[src/rtl/grmcr_pkg.sv]
// Shared types and constants of the grid ray march column renderer.
// Used by the front end, the ray queue, the back end and the top level.
package grmcr_pkg;

    // Default geometry.
    localparam int SCREEN_WIDTH_DEF  = 120;
    localparam int SCREEN_HEIGHT_DEF = 40;
    localparam int MAP_SIZE_DEF      = 16;
    localparam int MAX_DEPTH_DEF     = 16;

    // Angle and position scaling.
    localparam int FOV_UNITS      = 8188;
    localparam int HALF_FOV_UNITS = 4094;
    localparam int QUARTER_TURN   = 16384;
    localparam int CELL_SCALE     = 163840;

    // Configuration register indexes.
    localparam logic [2:0] CFG_WALL_0_3   = 3'd0;
    localparam logic [2:0] CFG_WALL_4_7   = 3'd1;
    localparam logic [2:0] CFG_WALL_8_11  = 3'd2;
    localparam logic [2:0] CFG_WALL_12_15 = 3'd3;

    // Cell codes.
    localparam logic [3:0] CODE_BLANK  = 4'd0;
    localparam logic [3:0] CODE_WALL1  = 4'd1;
    localparam logic [3:0] CODE_WALL2  = 4'd2;
    localparam logic [3:0] CODE_WALL3  = 4'd3;
    localparam logic [3:0] CODE_WALL4  = 4'd4;
    localparam logic [3:0] CODE_FLOOR1 = 4'd5;
    localparam logic [3:0] CODE_FLOOR2 = 4'd6;
    localparam logic [3:0] CODE_FLOOR3 = 4'd7;
    localparam logic [3:0] CODE_FLOOR4 = 4'd8;

    // One ray set up by the front end for the back end.
    typedef struct packed {
        logic [15:0]        px;
        logic [15:0]        py;
        logic signed [15:0] sn;
        logic signed [15:0] cs;
    } ray_t;

endpackage

[src/rtl/grmcr_front.sv]
// Front end: accepts a column item, forms the ray angle and its sine and cosine.
// Depends on grmcr_pkg; pushes one ray_t into the ray queue per item.
module grmcr_front #(
    parameter int SCREEN_WIDTH = grmcr_pkg::SCREEN_WIDTH_DEF
) (
    input  logic                aclk,
    input  logic                aresetn,
    input  logic                s_valid,
    output logic                s_ready,
    input  logic [15:0]         s_viewer_x,
    input  logic [15:0]         s_viewer_y,
    input  logic [15:0]         s_view_angle,
    input  logic [6:0]          s_column,
    output logic                push,
    output grmcr_pkg::ray_t     push_ray,
    input  logic                q_full
);
    import grmcr_pkg::*;

    // Reciprocal of the screen width, exact for every 20-bit dividend.
    localparam int     RSHIFT = 20 + $clog2(SCREEN_WIDTH);
    localparam longint RECIP  = ((longint'(1) << RSHIFT) + longint'(SCREEN_WIDTH) - 1)
                                / longint'(SCREEN_WIDTH);

    typedef enum logic [3:0] {
        F_IDLE, F_DIV, F_ANG, F_T, F_M1, F_M2, F_M3, F_M4, F_PUSH
    } fstate_t;

    fstate_t            state_reg;
    logic [15:0]        px_reg, py_reg, view_reg, ang_reg;
    logic [19:0]        dvd_reg;
    logic [15:0]        quo_reg;
    logic               phase_reg, neg_reg;
    logic [14:0]        t_reg, t2_reg;
    logic [31:0]        prod_reg;
    logic signed [15:0] sn_reg, cs_reg;

    logic [41:0]        qprod;
    logic [15:0]        a_sel;
    logic [14:0]        t_comb;
    logic [15:0]        u_comb, v_comb, y_comb;

    // Column offset: column*FOV over the screen width by a reciprocal multiply.
    assign qprod = 42'(dvd_reg) * 42'(RECIP);

    // Quarter-wave fold of the angle.
    assign a_sel  = phase_reg ? (ang_reg + 16'(QUARTER_TURN)) : ang_reg;
    assign t_comb = a_sel[14] ? (15'(QUARTER_TURN) - {1'b0, a_sel[13:0]})
                              : {1'b0, a_sel[13:0]};
    assign u_comb = 16'd10512 - prod_reg[29:14];
    assign v_comb = 16'd25736 - prod_reg[29:14];
    assign y_comb = prod_reg[29:14];

    assign s_ready  = (state_reg == F_IDLE);
    assign push     = (state_reg == F_PUSH) && !q_full;
    assign push_ray = '{px: px_reg, py: py_reg, sn: sn_reg, cs: cs_reg};

    // Sequencer: column offset, angle, then sine and cosine over a shared multiplier.
    always_ff @(posedge aclk) begin
        if (!aresetn) begin
            state_reg <= F_IDLE;
        end else begin
            unique case (state_reg)
                F_IDLE: begin
                    if (s_valid) begin
                        px_reg    <= s_viewer_x;
                        py_reg    <= s_viewer_y;
                        view_reg  <= s_view_angle;
                        dvd_reg   <= 20'(s_column * 20'(FOV_UNITS));
                        state_reg <= F_DIV;
                    end
                end
                F_DIV: begin
                    quo_reg   <= 16'(qprod >> RSHIFT);
                    state_reg <= F_ANG;
                end
                F_ANG: begin
                    ang_reg   <= view_reg - 16'(HALF_FOV_UNITS) + quo_reg;
                    phase_reg <= 1'b0;
                    state_reg <= F_T;
                end
                F_T: begin
                    t_reg     <= t_comb;
                    neg_reg   <= a_sel[15];
                    prod_reg  <= 32'(t_comb) * 32'(t_comb);
                    state_reg <= F_M1;
                end
                F_M1: begin
                    t2_reg    <= prod_reg[28:14];
                    prod_reg  <= 32'(prod_reg[28:14]) * 32'd1160;
                    state_reg <= F_M2;
                end
                F_M2: begin
                    prod_reg  <= 32'(t2_reg) * 32'(u_comb);
                    state_reg <= F_M3;
                end
                F_M3: begin
                    prod_reg  <= 32'(t_reg) * 32'(v_comb);
                    state_reg <= F_M4;
                end
                F_M4: begin
                    if (!phase_reg) begin
                        sn_reg    <= neg_reg ? -$signed(y_comb) : $signed(y_comb);
                        phase_reg <= 1'b1;
                        state_reg <= F_T;
                    end else begin
                        cs_reg    <= neg_reg ? -$signed(y_comb) : $signed(y_comb);
                        state_reg <= F_PUSH;
                    end
                end
                F_PUSH: begin
                    if (!q_full) begin
                        state_reg <= F_IDLE;
                    end
                end
                default: state_reg <= F_IDLE;
            endcase
        end
    end

endmodule

[src/rtl/grmcr_queue.sv]
// Two-entry ray queue between the front end and the back end.
// Depends on grmcr_pkg for the ray_t entry type.
module grmcr_queue (
    input  logic            aclk,
    input  logic            aresetn,
    input  logic            push,
    input  grmcr_pkg::ray_t push_ray,
    output logic            full,
    input  logic            pop,
    output logic            nonempty,
    output grmcr_pkg::ray_t head
);
    import grmcr_pkg::*;

    ray_t       mem_reg [2];
    logic       wptr_reg, rptr_reg;
    logic [1:0] count_reg;

    assign full     = (count_reg == 2'd2);
    assign nonempty = (count_reg != 2'd0);
    assign head     = mem_reg[rptr_reg];

    // Entry storage.
    always_ff @(posedge aclk) begin
        if (push) begin
            mem_reg[wptr_reg] <= push_ray;
        end
    end

    // Pointers and fill count.
    always_ff @(posedge aclk) begin
        if (!aresetn) begin
            wptr_reg  <= 1'b0;
            rptr_reg  <= 1'b0;
            count_reg <= 2'd0;
        end else begin
            if (push) begin
                wptr_reg <= ~wptr_reg;
            end
            if (pop) begin
                rptr_reg <= ~rptr_reg;
            end
            count_reg <= count_reg + 2'(push) - 2'(pop);
        end
    end

endmodule

[src/rtl/grmcr_back.sv]
// Back end: marches a ray over the wall map, sizes the wall, emits the rows.
// Depends on grmcr_pkg; takes rays from the ray queue.
module grmcr_back #(
    parameter int SCREEN_HEIGHT = grmcr_pkg::SCREEN_HEIGHT_DEF,
    parameter int MAP_SIZE      = grmcr_pkg::MAP_SIZE_DEF,
    parameter int MAX_DEPTH     = grmcr_pkg::MAX_DEPTH_DEF
) (
    input  logic            aclk,
    input  logic            aresetn,
    input  logic [255:0]    wall_map,
    input  logic            q_nonempty,
    input  grmcr_pkg::ray_t q_head,
    output logic            pop,
    output logic            m_valid,
    input  logic            m_ready,
    output logic [5:0]      m_row,
    output logic [3:0]      m_cell_code,
    output logic            m_last
);
    import grmcr_pkg::*;

    localparam int MAX_STEPS = MAX_DEPTH * 10;
    localparam int KW        = $clog2(MAX_STEPS + 1);
    localparam int D10       = 10 * MAX_DEPTH;
    localparam int LIMIT     = MAP_SIZE * CELL_SCALE;

    typedef enum logic [2:0] {B_IDLE, B_MARCH, B_SIZE, B_DIV, B_EMIT} bstate_t;

    bstate_t            state_reg;
    logic signed [25:0] nx_reg, ny_reg;
    logic signed [15:0] sn_reg, cs_reg;
    logic [KW-1:0]      k_reg, dist_reg;
    logic               hit_reg, neg_reg;
    logic [15:0]        dvd_reg, quo_reg;
    logic [11:0]        den_reg, rem_reg;
    logic [3:0]         cnt_reg;
    logic [3:0]         wcode_reg;
    logic [5:0]         y_reg;
    logic               m_valid_reg, m_last_reg;
    logic [5:0]         m_row_reg;
    logic [3:0]         m_code_reg;

    logic        out_map;
    logic [15:0] cx_prod, cy_prod;
    logic [3:0]  cx, cy;
    logic        is_wall;
    logic [11:0] d12;
    logic [3:0]  shade;
    logic signed [17:0] num;
    logic [11:0] rem_try;
    logic signed [17:0] ceil_comb, floor_row, ys;
    logic [9:0]  mrow;
    logic [3:0]  code_comb;
    logic        load;

    // Cell lookup: nx/163840 is (nx>>15)/5, done by a reciprocal multiply.
    assign out_map = nx_reg[25] || ny_reg[25] || (nx_reg >= 26'(LIMIT)) ||
                     (ny_reg >= 26'(LIMIT));
    assign cx_prod = 16'(nx_reg[22:15]) * 16'd205;
    assign cy_prod = 16'(ny_reg[22:15]) * 16'd205;
    assign cx      = cx_prod[13:10];
    assign cy      = cy_prod[13:10];
    assign is_wall = wall_map[{cy, cx}];

    // Wall shade from the stopping distance.
    assign d12 = 12'(dist_reg);
    always_comb begin
        priority if ((d12 << 2) <= 12'(D10)) shade = CODE_WALL1;
        else if ((d12 * 12'd3) <= 12'(D10)) shade = CODE_WALL2;
        else if ((d12 << 1) <= 12'(D10))    shade = CODE_WALL3;
        else                                shade = CODE_WALL4;
    end

    // Numerator of the ceiling height, and one division step of its magnitude.
    // The quotient and its sign hold still while the rows are emitted.
    assign num     = $signed(18'(SCREEN_HEIGHT) * 18'(dist_reg)) -
                     $signed(18'(20 * SCREEN_HEIGHT));
    assign rem_try = {rem_reg[10:0], dvd_reg[15]};
    assign ceil_comb = neg_reg ? -$signed({2'b0, quo_reg}) : $signed({2'b0, quo_reg});

    // Cell code of the current row.
    assign floor_row = 18'(SCREEN_HEIGHT) - ceil_comb;
    assign ys        = $signed({12'b0, y_reg});
    assign mrow      = 10'(SCREEN_HEIGHT) - 10'(y_reg);
    always_comb begin
        priority if (ys < ceil_comb)                    code_comb = CODE_BLANK;
        else if (ys <= floor_row)                       code_comb = wcode_reg;
        else if ((mrow << 3) < 10'(SCREEN_HEIGHT))      code_comb = CODE_FLOOR1;
        else if ((mrow << 2) < 10'(SCREEN_HEIGHT))      code_comb = CODE_FLOOR2;
        else if ((mrow << 3) < 10'(3 * SCREEN_HEIGHT))  code_comb = CODE_FLOOR3;
        else                                            code_comb = CODE_FLOOR4;
    end

    assign pop  = (state_reg == B_IDLE) && q_nonempty;
    assign load = (state_reg == B_EMIT) && (!m_valid_reg || m_ready);

    assign m_valid     = m_valid_reg;
    assign m_row       = m_row_reg;
    assign m_cell_code = m_code_reg;
    assign m_last      = m_last_reg;

    // Sequencer: march one step a cycle, divide, then emit one row per transfer.
    always_ff @(posedge aclk) begin
        if (!aresetn) begin
            state_reg   <= B_IDLE;
            m_valid_reg <= 1'b0;
        end else begin
            // Output register: filled by a row load, emptied by a transfer.
            if (load) begin
                m_valid_reg <= 1'b1;
            end else if (m_valid_reg && m_ready) begin
                m_valid_reg <= 1'b0;
            end
            unique case (state_reg)
                B_IDLE: begin
                    if (q_nonempty) begin
                        nx_reg    <= 26'({q_head.px, 5'b0}) + 26'({q_head.px, 3'b0})
                                     + 26'(q_head.sn);
                        ny_reg    <= 26'({q_head.py, 5'b0}) + 26'({q_head.py, 3'b0})
                                     + 26'(q_head.cs);
                        sn_reg    <= q_head.sn;
                        cs_reg    <= q_head.cs;
                        k_reg     <= KW'(1);
                        state_reg <= B_MARCH;
                    end
                end
                B_MARCH: begin
                    if (out_map || is_wall || (k_reg == KW'(MAX_STEPS))) begin
                        dist_reg  <= (is_wall && !out_map) ? k_reg : KW'(MAX_STEPS);
                        hit_reg   <= out_map || is_wall;
                        state_reg <= B_SIZE;
                    end else begin
                        k_reg  <= k_reg + KW'(1);
                        nx_reg <= nx_reg + 26'(sn_reg);
                        ny_reg <= ny_reg + 26'(cs_reg);
                    end
                end
                B_SIZE: begin
                    neg_reg   <= num[17];
                    dvd_reg   <= num[17] ? 16'(-num) : 16'(num);
                    den_reg   <= 12'(2 * dist_reg);
                    wcode_reg <= hit_reg ? shade : CODE_BLANK;
                    rem_reg   <= '0;
                    quo_reg   <= '0;
                    cnt_reg   <= '0;
                    state_reg <= B_DIV;
                end
                B_DIV: begin
                    dvd_reg <= {dvd_reg[14:0], 1'b0};
                    if (rem_try >= den_reg) begin
                        rem_reg <= rem_try - den_reg;
                        quo_reg <= {quo_reg[14:0], 1'b1};
                    end else begin
                        rem_reg <= rem_try;
                        quo_reg <= {quo_reg[14:0], 1'b0};
                    end
                    cnt_reg <= cnt_reg + 4'd1;
                    if (cnt_reg == 4'd15) begin
                        state_reg <= B_EMIT;
                        y_reg     <= '0;
                    end
                end
                B_EMIT: begin
                    if (load) begin
                        m_row_reg   <= y_reg;
                        m_code_reg  <= code_comb;
                        m_last_reg  <= (y_reg == 6'(SCREEN_HEIGHT - 1));
                        y_reg       <= y_reg + 6'd1;
                        if (y_reg == 6'(SCREEN_HEIGHT - 1)) begin
                            state_reg <= B_IDLE;
                        end
                    end
                end
                default: state_reg <= B_IDLE;
            endcase
        end
    end

endmodule

[src/rtl/grid_ray_march_column_renderer.sv]
// Top level of the grid ray march column renderer: wall map registers and the
// front end, ray queue and back end. Depends on grmcr_pkg and the grmcr_* modules.
//
//   channel   direction  handshake          payload
//   s_        in         s_valid/s_ready    viewer_x, viewer_y, view_angle, column
//   m_        out        m_valid/m_ready    row, cell_code, last (40 per column)
//   cfg_      in         cfg_we             cfg_index, cfg_wdata
//
// After a transfer the front end does one reciprocal multiply, the angle, two sine
// evaluations on one multiplier and a push that waits while the ray queue is full;
// it takes no new item until it is idle again, and it overlaps with the back end.
// The back end pops a ray, marches it to a wall, the map edge or the depth limit,
// sizes the wall by a serial division, then emits one row per transfer.
// Reset clears the wall map and all control state; a stalled m_ready holds the
// current row, and the two-entry ray queue lets the front end keep working.
module grid_ray_march_column_renderer #(
    parameter int SCREEN_WIDTH  = grmcr_pkg::SCREEN_WIDTH_DEF,
    parameter int SCREEN_HEIGHT = grmcr_pkg::SCREEN_HEIGHT_DEF,
    parameter int MAP_SIZE      = grmcr_pkg::MAP_SIZE_DEF,
    parameter int MAX_DEPTH     = grmcr_pkg::MAX_DEPTH_DEF
) (
    input  logic        aclk,
    input  logic        aresetn,
    input  logic        s_valid,
    output logic        s_ready,
    input  logic [15:0] s_viewer_x,
    input  logic [15:0] s_viewer_y,
    input  logic [15:0] s_view_angle,
    input  logic [6:0]  s_column,
    output logic        m_valid,
    input  logic        m_ready,
    output logic [5:0]  m_row,
    output logic [3:0]  m_cell_code,
    output logic        m_last,
    input  logic        cfg_we,
    input  logic [2:0]  cfg_index,
    input  logic [63:0] cfg_wdata
);
    import grmcr_pkg::*;

    logic [63:0] wall_reg [4];
    logic        push, q_full, pop, q_nonempty;
    ray_t        push_ray, q_head;

    // Wall map registers; unknown indexes are ignored.
    always_ff @(posedge aclk) begin
        if (!aresetn) begin
            wall_reg[0] <= '0;
            wall_reg[1] <= '0;
            wall_reg[2] <= '0;
            wall_reg[3] <= '0;
        end else if (cfg_we) begin
            unique case (cfg_index)
                CFG_WALL_0_3:   wall_reg[0] <= cfg_wdata;
                CFG_WALL_4_7:   wall_reg[1] <= cfg_wdata;
                CFG_WALL_8_11:  wall_reg[2] <= cfg_wdata;
                CFG_WALL_12_15: wall_reg[3] <= cfg_wdata;
                default: ;
            endcase
        end
    end

    grmcr_front #(.SCREEN_WIDTH(SCREEN_WIDTH)) u_front (
        .aclk, .aresetn, .s_valid, .s_ready, .s_viewer_x, .s_viewer_y,
        .s_view_angle, .s_column, .push, .push_ray, .q_full
    );

    grmcr_queue u_queue (
        .aclk, .aresetn, .push, .push_ray, .full(q_full), .pop,
        .nonempty(q_nonempty), .head(q_head)
    );

    grmcr_back #(
        .SCREEN_HEIGHT(SCREEN_HEIGHT), .MAP_SIZE(MAP_SIZE), .MAX_DEPTH(MAX_DEPTH)
    ) u_back (
        .aclk, .aresetn,
        .wall_map({wall_reg[3], wall_reg[2], wall_reg[1], wall_reg[0]}),
        .q_nonempty, .q_head, .pop, .m_valid, .m_ready, .m_row, .m_cell_code, .m_last
    );

endmodule

[config.mk]
export PLATFORM = sky130hd
export DESIGN_NAME = grid_ray_march_column_renderer
export DESIGN_NICKNAME = d
export VERILOG_FILES = /design/src/rtl/grmcr_pkg.sv /design/src/rtl/grmcr_front.sv /design/src/rtl/grmcr_queue.sv /design/src/rtl/grmcr_back.sv /design/src/rtl/grid_ray_march_column_renderer.sv
export SDC_FILE = /design/constraint.sdc
export NUM_CORES = 2
export LEC_CHECK = 0
export BUFFER_PORTS_ARGS = -buffer_cell sky130_fd_sc_hd__buf_2
export CORE_MARGIN = 10
export CORE_UTILIZATION = 43
export DETAILED_ROUTE_END_ITERATION = 8
export PLACE_DENSITY_LB_ADDON = 0.08
export SLEW_MARGIN = 5
export SYNTH_ARGS = -nofsm -noshare
export SYNTH_HDL_FRONTEND = slang
export SYNTH_HIERARCHICAL = 1
export SYNTH_SLANG_ARGS = --single-unit
[constraint.sdc]
create_clock -name aclk -period 8.8 [get_ports aclk]
set_clock_uncertainty 0.05 [all_clocks]
set_input_delay 1.76 -clock aclk [delete_from_list [all_inputs] [get_ports aclk]]
set_output_delay 1.76 -clock aclk [all_outputs]
set_load 0.01 [all_outputs]
Word level (Yosys, flattened, before mapping). Memories as Yosys holds them, arrays and structs flattened. A register that Yosys moved wholly into a read port is not among the register bits. Index checks and enable logic that the tools add are counted.

Memories kept: 2. Word-level logic and storage cells: 237. Input port bits: 127. Register bits after elaboration: 379. RAM bits: 384.

Memories: wall_reg (words 4, width 64, read ports 4, clocked after Yosys merged registers in 0, wr ports 4, RTL line grid_ray_march_column_renderer.sv:41) `logic [63:0] wall_reg [4];`; u_queue.mem_reg (words 2, width 64, read ports 1, clocked after Yosys merged registers in 1, wr ports 1, RTL line grmcr_queue.sv:15) `ray_t mem_reg [2];`.

Multipliers: 10. Order comparisons: 12. Mux-type cells: 71. Equal/unequal tests: 27. Reductions and logical operators: 44. Bitwise gates (word level): 8. Add/sub/neg operators: 24.

Operators by type and width (number): 2-to-1 mux 64 bit (4); case mux 30 bit (4 select lines) (1); 2-to-1 mux 26 bit (4); case mux 26 bit (2 select lines) (2); case mux 16 bit (2 select lines) (2); multiplier 15 x 16 -> 30 bit (2); adder 26 x 16 -> 26 bit (2); adder 26 bit (2); >= comparator 26 x 23 -> 1 bit (second input constant) (2); 2-to-1 mux 16 bit (3); adder 21 x 19 -> 22 bit (2); multiplier 18 x 20 -> 38 bit (second input constant) (1); case mux 4 bit (9 select lines) (1); multiplier 15 x 15 -> 30 bit (1); multiplier 8 x 8 -> 14 bit (second input constant) (2); 2-to-1 mux 4 bit (7); 2-to-1 mux 1 bit (26); multiplier 15 x 8 -> 23 bit (second input constant) (1); case mux 11 bit (2 select lines) (1); less-than comparator 10 x 6 -> 1 bit (second input constant) (2); <= comparator 7 x 18 -> 1 bit (1); less-than comparator 7 x 18 -> 1 bit (1); multiplier 7 x 11 -> 18 bit (second input constant) (1); 2-to-1 mux 18 bit (1); other kinds (65) (124).

Longest topological paths before layout.
Depth after elaboration: 7. Gate-level depth with buffers: 34. Depth with buffers taken out: 31.

Cells and area by module. The synthesis kept the hierarchy.

By module, submodules not included: grmcr_front (area each 33543.4 um2, cells an instance 3402, seq. area each 5365.1 um2, instances 1); grmcr_back (area each 19344.8 um2, cells an instance 2146, seq. area each 5305.1 um2, instances 1); grid_ray_march_column_renderer (area each 9655.5 um2, cells an instance 643, seq. area each 7687.4 um2, instances 1); grmcr_queue (area each 5148.7 um2, cells an instance 220, seq. area each 3943.8 um2, instances 1).

Worst setup path after synthesis. No wires, ideal clock.

Path type: register to register. Start point: register u_back.nx_reg[17]. End point: register u_back.k_reg[0] (enable). Data required time: 8.252 ns. Buffers on the path: 0. Setup slack: 0.089 ns. Arrival time: 8.163 ns. Setup time: 0.498 ns. Cell stages (with the launch flop): 23. Cells stage by stage: edfxtp_1 -> inv_1 -> ha_1 -> inv_1 -> fa_1 -> inv_1 -> fa_1 -> inv_1 -> fa_1 -> inv_1 -> ha_1 -> nand3_2 -> a41oi_1 -> o311a_4 -> nor3_4 -> nor2_2 -> mux4_2 -> a2111o_1 -> nor4_1 -> a311oi_1 -> a31oi_2 -> nand3_1 -> a21oi_1.

Word-level cells in the longest chain between the ends: 7. Elaborated cells between the ends (all ways): 10. Those cells by class: mul (1); order compare (1); eq/ne (1); mux (2); reduce/logical (5).

Ends and longest elaborated chain: start, declared (RTL line grmcr_back.sv:30) `logic signed [25:0] nx_reg, ny_reg;`; start signal, assigned (RTL line grmcr_back.sv:117) `nx_reg <= 26'({q_head.px, 5'b0}) + 26'({q_head.px, 3'b0})`; start signal, assigned (RTL line grmcr_back.sv:134) `nx_reg <= nx_reg + 26'(sn_reg);`; multiplier 8 x 8 -> 14 bit / >= comparator 26 x 23 -> 1 bit (equally long branches) (RTL line grmcr_back.sv:59, grmcr_back.sv:57); binary-select mux 1 bit (select 8 bit) / logical OR 1 bit (equally long branches) (RTL line grmcr_back.sv:63, grmcr_back.sv:57); 2-to-1 mux 1 bit (not written as such) / logical OR 1 bit (equally long branches) (RTL line grmcr_back.sv:63, grmcr_back.sv:57); logical OR 1 bit (*) (2 in series) (RTL line grmcr_back.sv:128) `if (out_map || is_wall || (k_reg == KW'(MAX_STEPS))) begin`; inequality test 2 bit (no source line) (*); AND reduction 4 bit (no source line) (*); end signal, assigned (RTL line grmcr_back.sv:133) `k_reg <= k_reg + KW'(1);`; end, declared (RTL line grmcr_back.sv:32) `logic [KW-1:0] k_reg, dist_reg;`.

Mark *: on every way between the ends. The rest lies on a longest branch, timed or not. The select of a mux whose other input is x is not followed. A chain may end at the register's enable or synchronous reset.

Worst setup path after layout.
Start point: register u_front.prod_reg[15]. End point: register u_front.prod_reg[29], data pin.

Word-level cells in the longest chain between the ends: 3. Elaborated cells between the ends (all ways): 5. Those cells by class: add/sub (2); mul (2); mux (1).

Ends and longest elaborated chain: start, declared (RTL line grmcr_front.sv:35) `logic [31:0] prod_reg;`; start signal, assigned (RTL line grmcr_front.sv:85) `prod_reg <= 32'(t_comb) * 32'(t_comb);`; start signal, assigned (RTL line grmcr_front.sv:90) `prod_reg <= 32'(prod_reg[28:14]) * 32'd1160;`; start signal, assigned (RTL line grmcr_front.sv:94) `prod_reg <= 32'(t2_reg) * 32'(u_comb);`; subtractor 15 x 16 -> 16 bit / subtractor 14 x 16 -> 16 bit (equally long branches) (RTL line grmcr_front.sv:51, grmcr_front.sv:50); multiplier 15 x 16 -> 30 bit (on tied branches) (RTL line grmcr_front.sv:98, grmcr_front.sv:94); case mux 30 bit (4 select lines) (*) (RTL line grmcr_front.sv:63) `unique case (state_reg)`.

Mark *: on every way between the ends. The rest lies on a longest branch, timed or not.

==> out/summary.txt <==
Multi-input gate area -> 0.0410 mm2
Reg2reg setup slack -> 0.43 ns
Worst path arrival time -> 8.72 ns
Port Buffer Count -> 139
Final HPWL DP -> 129000 um
Die height -> 417 um
Hold EP -> u_queue/mem_reg[1][41]
FP Rows -> 145
CTS Root Cell -> clkbuf_16
Crit path capture type -> register
Hold Path Depth -> 0
Seq/Total Area, Yosys -> 0.329
Nets -> 7985
R2r startpoint -> u_front/prod_reg[15]
Routed len/inst -> 19.7 um
Initial DRC Count -> 2779
CP max-delay cell -> fa_1
Synth Flop Type -> edfxtp_1
WS Path Type -> reg2reg
Core Footprint -> 0.156 mm2
CTS Buffer Depth -> 3
Clock latency on the worst-skew pair -> 0.71 ns
Top cells by area, synth -> edfxtp_1 33%, fa_1 17%, ha_1 13%
Crit path max fanout -> 13
Design area -> 0.0738 mm2
Relative slew slack -> 0.179
Area Growth Syn to Fin -> 8.95%
Pre-CTS setup slack -> 0.267 ns
Max cap viols -> 0
DR pass1 iterations -> 5
Sequential cell area -> 0.0223 mm2
Vias in the first global route -> 48253
Yosys cell types -> 113
Hold_buf cts -> 0
F_max -> 0.120 GHz
Initial antenna violation count -> 2
Worst path max stage delay -> 0.53 ns
Worst Hold Launch -> u_front/py_reg[9]
Yosys top cell by area -> edfxtp_1
Post-synth top area share -> 0.326
Clock-pin slew on the worst setup and hold paths -> 0.06 ns
Status -> completed
Mean post-synth cell area -> 10.6 um2
ANT nets after route -> 0
Commonest cells after routing, fill and taps aside -> 941 x inv_1, 734 x edfxtp_1, 730 x ha_1
Ys Warns -> 6
Fillcell total -> 14726
Via/cell ratio -> 5.32
Yosys reg bits -> 747
RR Endpoint -> u_front/prod_reg[29]
Largest net degree at the start of global routing -> 67
RSZ-0062 raised after global routing -> no
Fin worst setup slack -> 0.433 ns
DR DRC count -> 0
CTS Buf Count -> 88
Clk sink count -> 747
Share of cells above drive strength 1 -> 0.0837
Max reg flops -> 256
Post-synth ARST share -> 0
Crit share post-route -> 0.951
Hold WC Path Type -> reg2reg
Initial Util -> 0.433
Via count -> 46087
CP Data Required Time -> 9.15 ns
Util after Layout -> 0.472
Area after DPL -> 0.0710 mm2
Actual slew at the worst max-slew pin -> 1.23 ns
WL final -> 171000 um
EDFF count, synth -> 734
CP Launch Type -> register
Die width -> 417 um
Slew Limit Fails -> 0
TritonCTS clock tree -> done
Post-route minimum period -> 8.37 ns
R2R depth -> 33
Count of final hold-check violations -> 0
# IOs -> 140
First-pass GRT wire length -> 274000 um
Synthesized area -> 0.0677 mm2
Cell count after synthesis -> 6411
Gpl congestion -> 0.862
Commonest non-fill, non-tap cell in the layout -> inv_1
Setup_tns -> 0 ns
Area of the die -> 0.174 mm2
Final Setup Violations -> 0
CP most frequent cell -> fa_1
H-tree depth -> 3
GRT Util Overall -> 0.196
Total grt overflow -> 0
[cells in the mapped netlist (all sizes together) (14+ instances only)]
library cell	count
nand3	161
nor2	370
or2	20
edfxtp	734
o211ai	31
nor3	76
or3	34
a22oi	17
and2	325
mux2i	47
o21ai	166
inv	943
nand2	479
a221oi	26
o21bai	31
clkbuf	161
o31ai	34
nand2b	38
o21a	32
a31oi	34
buf	60
a2111oi	14
fa	590
and3	167
a222oi	18
a211oi	30
xnor2	211
xor2	115
nor2b	45
ha	730
a21o	71
mux2	92
a21oi	249
nor4	24
nand4	29
[worst max-delay path by stage]
stage / start / to / slack (ns) / depth (start not counted)
floorplan: u_back/nx_reg[17] / u_back/k_reg[0] / 0.09 / 22
global placement: u_front/prod_reg[15] / u_front/prod_reg[29] / 0.41 / 32
detailed placement: u_front/prod_reg[15] / u_front/prod_reg[29] / 0.27 / 32
CTS: u_front/prod_reg[15] / u_front/prod_reg[29] / 0.24 / 32
global route: u_front/prod_reg[15] / u_front/prod_reg[29] / 0.004 / 33
finish: u_front/prod_reg[15] / u_front/prod_reg[29] / 0.43 / 33
[repair_timing]
| item | 4_1_cts | 5_1_grt |
|---|---|---|
| resized for setup | 0 | 4 |
| endpoints found under the setup margin | 0 | 6 |
| buffers inserted | 0 | 1 |
[kinds of logic (layout without fill, tap and decap cells)]
family,count (synthesis),after routing,share of synthesized area
adders and majority gates,1320,1320,0.309
muxes,142,142,0.0266
xor gates and xnor gates,329,329,0.0435
and+or+nand+nor,1811,1811,0.134
buffers and inverters,1168,1354,0.0680
other,2,12,0.000111
DFF,747,747,0.329
AOI/OAI and AO/OA,892,892,0.0890
[through the flow]
| stage | hold WS, ns | instances |
|---|---|---|
| floorplan | 0.371 | 6419 |
| global placement | 0.373 | 8505 |
| detailed placement | 0.380 | 8505 |
| CTS | 0.382 | 8662 |
| global route | 0.394 | 8665 |
| finish | 0.387 | 8665 |
[routing by layer]
layer | GRT usage | up-vias | wire (um)
met4 | 0.0500 | 0 | 4040
met1 | 0.263 | 22925 | 77100
met2 | 0.337 | 866 | 82900
met3 | 0.0210 | 196 | 6720
met5 | 0 | - | 0
li1 | - | 22100 | -
[final cells by class]
class                           instances  share of cell area
Timing Repair Buffer                  250              0.0211
Multi-Input combinational cell       4504               0.556
Clock buffer                          106              0.0308
Tap cell                             2058              0.0349
Clock inverter                         51             0.00665
Antenna cell                            2           0.0000679
Inverter                              947              0.0482
Sequential cell                       747               0.302
[worst max-delay path: cells and delay by family (launching register included)]
kind                       cells  cell delay (ns)
adders and majority gates      8             3.56
buffers and inverters          8             0.88
and+or+nand+nor                8             1.30
xor gates and xnor gates       2             0.30
DFF                            1             0.48
AOI/OAI and AO/OA              7             1.54
Power is not shown: default switching activity piles up to over one toggle a cycle in this logic, so the estimate is an artifact.
